## src/rtl/assert_macros.svh

```systemverilog
// Assertion macros shared by the RTL of the escape-time pixel unit.
// Every macro samples on clk and is disabled while rst is high.
`ifndef ASSERT_MACROS_SVH
`define ASSERT_MACROS_SVH

// Property must hold at every rising edge outside reset.
`define ASSERT_CLK(label, prop, msg) \
  label: assert property (@(posedge clk) disable iff (rst) (prop)) else $error(msg);

// Expression must never be true at a rising edge outside reset.
`define ASSERT_NEVER(label, expr, msg) \
  label: assert property (@(posedge clk) disable iff (rst) !(expr)) else $error(msg);

`endif

```

## src/rtl/ment_pkg.sv

```systemverilog
// Types, constants and helpers for the escape-time pixel unit.
// No dependencies; every other RTL file but assert_macros.svh imports this package.
package ment_pkg;

  localparam int COORD_BITS     = 11;
  localparam int MAX_ITERATIONS = 32;
  localparam int CELL_COUNT     = MAX_ITERATIONS + 1;
  localparam int LIMIT_W        = $clog2(MAX_ITERATIONS + 1);
  localparam int CFG_LIMIT_W    = 6;
  localparam int Q_W            = 32;
  localparam int FRAC_BITS      = 28;
  localparam int SAT_W          = 48;
  localparam int CFG_DATA_W     = 32;
  localparam int CFG_INDEX_W    = 3;

  localparam logic [31:0] COLOR_ESCAPED = 32'hFFFF_00FF;
  localparam logic [31:0] COLOR_BOUNDED = 32'hFFFF_FFFF;
  // |z|^2 > 4 in Q8.56
  localparam logic [63:0] ESCAPE_BOUND  = 64'h0400_0000_0000_0000;

  localparam logic signed [SAT_W-1:0] SAT_HI = SAT_W'(64'sd2147483647);
  localparam logic signed [SAT_W-1:0] SAT_LO = SAT_W'(-64'sd2147483648);

  typedef enum logic [CFG_INDEX_W-1:0] {
    REG_ITERATION_LIMIT = 3'd0,
    REG_REAL_ORIGIN     = 3'd1,
    REG_REAL_STEP       = 3'd2,
    REG_IMAG_ORIGIN     = 3'd3,
    REG_IMAG_STEP       = 3'd4
  } ment_reg_t;

  typedef struct packed {
    logic [COORD_BITS-1:0] pixel_x;
    logic [COORD_BITS-1:0] pixel_y;
  } ment_pixel_t;

  typedef struct packed {
    logic        escaped;
    logic [5:0]  iterations_used;
    logic [31:0] pixel_color;
  } ment_result_t;

  typedef struct packed {
    logic [CFG_LIMIT_W-1:0] iteration_limit;
    logic signed [Q_W-1:0]  real_origin;
    logic signed [Q_W-1:0]  real_step;
    logic signed [Q_W-1:0]  imag_origin;
    logic signed [Q_W-1:0]  imag_step;
  } ment_cfg_t;

  // State of one point as it travels down the cell chain
  typedef struct packed {
    logic signed [Q_W-1:0] c_re;
    logic signed [Q_W-1:0] c_im;
    logic signed [Q_W-1:0] z_re;
    logic signed [Q_W-1:0] z_im;
    logic [LIMIT_W-1:0]    limit;
    logic [LIMIT_W-1:0]    used;
    logic                  done;
    logic                  escaped;
  } ment_item_t;

  function automatic logic signed [Q_W-1:0] sat_q(input logic signed [SAT_W-1:0] v);
    logic signed [Q_W-1:0] r;
    if (v > SAT_HI) begin
      r = SAT_HI[Q_W-1:0];
    end else if (v < SAT_LO) begin
      r = SAT_LO[Q_W-1:0];
    end else begin
      r = v[Q_W-1:0];
    end
    return r;
  endfunction

endpackage

```

## src/rtl/ment_map.sv

```systemverilog
// Two-stage mapping of a pixel coordinate to the complex point c.
// Depends on ment_pkg.
module ment_map import ment_pkg::*; (
  input  logic        clk,
  input  logic        rst,
  input  logic        en,
  input  logic        in_valid,
  input  ment_pixel_t pixel,
  input  ment_cfg_t   cfg,
  output logic        out_valid,
  output ment_item_t  item
);

  logic                         prod_valid;
  logic signed [COORD_BITS+Q_W:0] prod_re;
  logic signed [COORD_BITS+Q_W:0] prod_im;
  logic [LIMIT_W-1:0]           limit;
  logic [LIMIT_W-1:0]           limit_next;
  logic signed [SAT_W-1:0]      sum_re;
  logic signed [SAT_W-1:0]      sum_im;

  always_comb begin
    if (cfg.iteration_limit > CFG_LIMIT_W'(MAX_ITERATIONS)) begin
      limit_next = LIMIT_W'(MAX_ITERATIONS);
    end else begin
      limit_next = LIMIT_W'(cfg.iteration_limit);
    end
  end

  assign sum_re = SAT_W'(prod_re) + SAT_W'(cfg.real_origin);
  assign sum_im = SAT_W'(prod_im) + SAT_W'(cfg.imag_origin);

  always_ff @(posedge clk) begin
    if (rst) begin
      prod_valid <= 1'b0;
      out_valid  <= 1'b0;
    end else if (en) begin
      prod_valid <= in_valid;
      out_valid  <= prod_valid;
    end
  end

  always_ff @(posedge clk) begin
    if (en) begin
      prod_re      <= $signed({1'b0, pixel.pixel_x}) * cfg.real_step;
      prod_im      <= $signed({1'b0, pixel.pixel_y}) * cfg.imag_step;
      limit        <= limit_next;
      item.c_re    <= sat_q(sum_re);
      item.c_im    <= sat_q(sum_im);
      item.z_re    <= '0;
      item.z_im    <= '0;
      item.limit   <= limit;
      item.used    <= '0;
      item.done    <= 1'b0;
      item.escaped <= 1'b0;
    end
  end

endmodule

```

## config.mk

```make
export PLATFORM = sky130hd
export DESIGN_NAME = ment_map
export DESIGN_NICKNAME = d
export VERILOG_FILES = /design/src/rtl/assert_macros.svh /design/src/rtl/ment_pkg.sv /design/src/rtl/ment_map.sv
export SDC_FILE = /design/constraint.sdc
export NUM_CORES = 2
export LEC_CHECK = 0
export BUFFER_PORTS_ARGS = -buffer_cell sky130_fd_sc_hd__buf_2
export CAP_MARGIN = 20
export CELL_PAD_IN_SITES_DETAIL_PLACEMENT = 0
export CELL_PAD_IN_SITES_GLOBAL_PLACEMENT = 1
export CORE_MARGIN = 5
export CORE_UTILIZATION = 44
export DETAILED_ROUTE_END_ITERATION = 12
export PLACE_DENSITY = 0.84
export SLEW_MARGIN = 20
export SYNTH_ARGS = -nofsm -noshare
export SYNTH_HDL_FRONTEND = slang
export SYNTH_SLANG_ARGS = --single-unit
```

## constraint.sdc

```tcl
create_clock -name clk -period 6.6 [get_ports clk]
set_input_delay 0.99 -clock clk [delete_from_list [all_inputs] [get_ports clk]]
set_output_delay 0.99 -clock clk [all_outputs]
set_load 0.1 [all_outputs]
```

==> results.toml <==
[global_route]
antenna_found_initial = 15
grt_pass1_wl_um = 143000
grt-ovfl-total = 0
track_usage_pct = 20.4
grt_max_degree = 147
grt_pass1_vias = 27500

[synth]
post-synth-top-count-cell = "inv_1"
synthTopCellsByArea = "fa_1 (35%), edfxtp_1 (14%), ha_1 (9.9%), inv_1 (8.4%), nand2_1 (6.9%)"
syn_inst = 3901
yosysTopAreaCell = "fa_1"
syn-mean-instance-area_um2 = 8.91
synth_top_area_share_pct = 35.2
dominantRegCellSynth = "edfxtp_1"
syn_area_um2 = 34800
ys_warn_count = 0
synth_edf_count = 164
ys_types = 84
synthArstFlopShare_pct = 0
yosys-top-cells-count = "inv_1 (776), nand2_1 (637), fa_1 (612)"
seq_area_frac_synth_pct = 14.3
yosys_register_bits = 166

[run_status]
outcome = "complete, no violations"

[placed_design]
place.detailed.hpwl_um = 74300
numPortBuffers = 230
preCtsSetupSlack_ns = -0.470
gp_congestion = 0.907

[hold_path]
hold_class = "reg2reg"
whs_endpoint = "item[10]$_DFFE_PP_"
min_from = "limit[2]$_SDFFCE_PN0P_"
holdPathStages = 0

[cells_and_area]
final_util_pct = 49.9
areaGrowthSynthToFinish_pct = 12.9
fin_nets = 5303
post_route_cells_drive_above_1_share_pct = 13.4

[timing]
fmax_ghz = 0.157
hold_viol = 0
relSlewSlack_pct = 31.1
setup_viol = 0
worst_slack_ns = 0.236
worst_slew_pin_slew_ns = 1.01
finClkSkew_ns = 0.0161
maxSlewViolCount = 0
rsz0062_at_grt = "no"
fin_crit_ns = 6.36
finalCritPeriodShare_pct = 96.4

[drt]
viasPerCell = 5.01
drtAntennaViolNets = 0
drc_errors = 0
wire_per_inst_um = 16.2
drt_iter0_markers = 1622
vias = 26700
drt_wl_total_um = 86300
first_pass_iters = 5

[setup_path]
worstSetupStartpoint = "pixel[14]"
r2r_cells = 13
crit_path_end_kind = "flop"
reg2reg_to = "item[108]$_SDFFCE_PN1P_"
startpoint_type = "primary input"
cp.required_ns = 6.80
worstPathArrival_ns = 6.56
r2r_start = "prod_im[3]$_DFFE_PP_"
r2r_slack_ns = 1.60
crit_type = "in2reg"
worstPathMaxFanout = 14

[die]
start_util_pct = 44.2
design.die.area_um2 = 84800
die_y_um = 291
io-pin-count = 303
fp.dieW_um = 291
coreArea_um2 = 78700
rows = 103

[clock_network]
ctsHoldBuffers = 0
cts_resized = 0
cts-root-buf = "clkbuf_16"
post_cts_buffers = 0
cts_made_buffers = 17
cts_tree = "yes"
path_clk_slew_ns = 0.07
htree_num_levels = 4
cts_max_path_buffers = 2
insertion_delay_ns = 0.46
cts.sinks = 166

[run]
cap_violations = 0
[layout make-up]
| class | instances | area, um^2 |
|---|---|---|
| clock buffer | 19 | 443 |
| tap | 1050 | 1310 |
| timing repair buffer | 500 | 3390 |
| inverter | 776 | 2910 |
| clock inverter | 13 | 161 |
| multi-input combinational | 2794 | 26100 |
| fill | 7417 | 39500 |
| antenna | 9 | 22.5 |
| sequential | 166 | 4960 |
[logic make-up after synthesis]
kind of cell / after synthesis / share of synthesized area, %
DFF: 166 / 14.3
buffers and inverters: 1012 / 11.8
xor gates and xnor gates: 154 / 3.88
other: 1 / 0.0108
AOI/OAI and AO/OA: 533 / 9.65
muxes: 9 / 0.266
adders and majority gates: 888 / 45.2
and+or+nand+nor: 1138 / 15.0
[sequential cells by signal, indices dropped and copies added, names as in the netlist]
signal      cells
out_valid       1
prod_im        44
item           70
limit           6
prod_valid      1
prod_re        44
[critical path: stages]
cell      delay, ns
clkbuf_4       0.16
buf_12         0.14
nand2_1        0.09
fa_1           0.51
fa_1           0.53
inv_1          0.07
fa_1           0.49
fa_1           0.49
inv_1          0.05
fa_1           0.48
inv_1          0.05
ha_1           0.29
a21o_1         0.16
a21oi_1        0.15
o21bai_1       0.11
a221oi_2       0.31
o211ai_1       0.15
o31a_1         0.30
a211oi_2       0.24
nor4_1         0.11
o31a_1         0.32
o41ai_2        0.26
xnor2_1        0.11
[stage by stage]
stage                     hold slack [ns]  area, um^2  std cells  TNS [ns]
after CTS                           0.426       39100       5318         0
after floorplan                     0.400       35100       3972  -0.00578
after detailed placement            0.405       38500       5286     -3.65
after global placement              0.401       38500       5286     -2.41
final                               0.424       39300       5327         0
after global routing                0.436       39300       5324         0
[worst max path at each step]
stage	cells after the start	endpoint
after global placement	23	prod_re[43]$_DFFE_PP_
final	23	prod_re[42]$_DFFE_PP_
after global routing	23	prod_re[42]$_DFFE_PP_
after detailed placement	23	prod_re[42]$_DFFE_PP_
after CTS	23	prod_re[42]$_DFFE_PP_
after floorplan	22	prod_re[43]$_DFFE_PP_
[layout by cell type (no fill, tap or decap), drive strengths merged, types with 37 or more instances in the layout]
cell / count
a21o: 62
a21oi: 143
and2: 182
buf: 495
conb: 72
edfxtp: 164
fa: 612
ha: 276
inv: 783
nand2: 637
nand3: 37
nor2: 123
o21ai: 158
xnor2: 102
xor2: 52
[per-layer routing]
layer  share of wire (%)  vias up  wire [um]  global-route usage [%]
met2                  45      709      39300                    32.3
met3                 5.5       91       4760                    2.85
li1                    -    12700          -                       -
met5               0.028        -         24                       0
met1                  47    13200      40400                    29.6
met4                 2.2        4       1930                    5.46
Power is not shown: default switching activity piles up to over one toggle a cycle in this logic, so the estimate is an artifact.
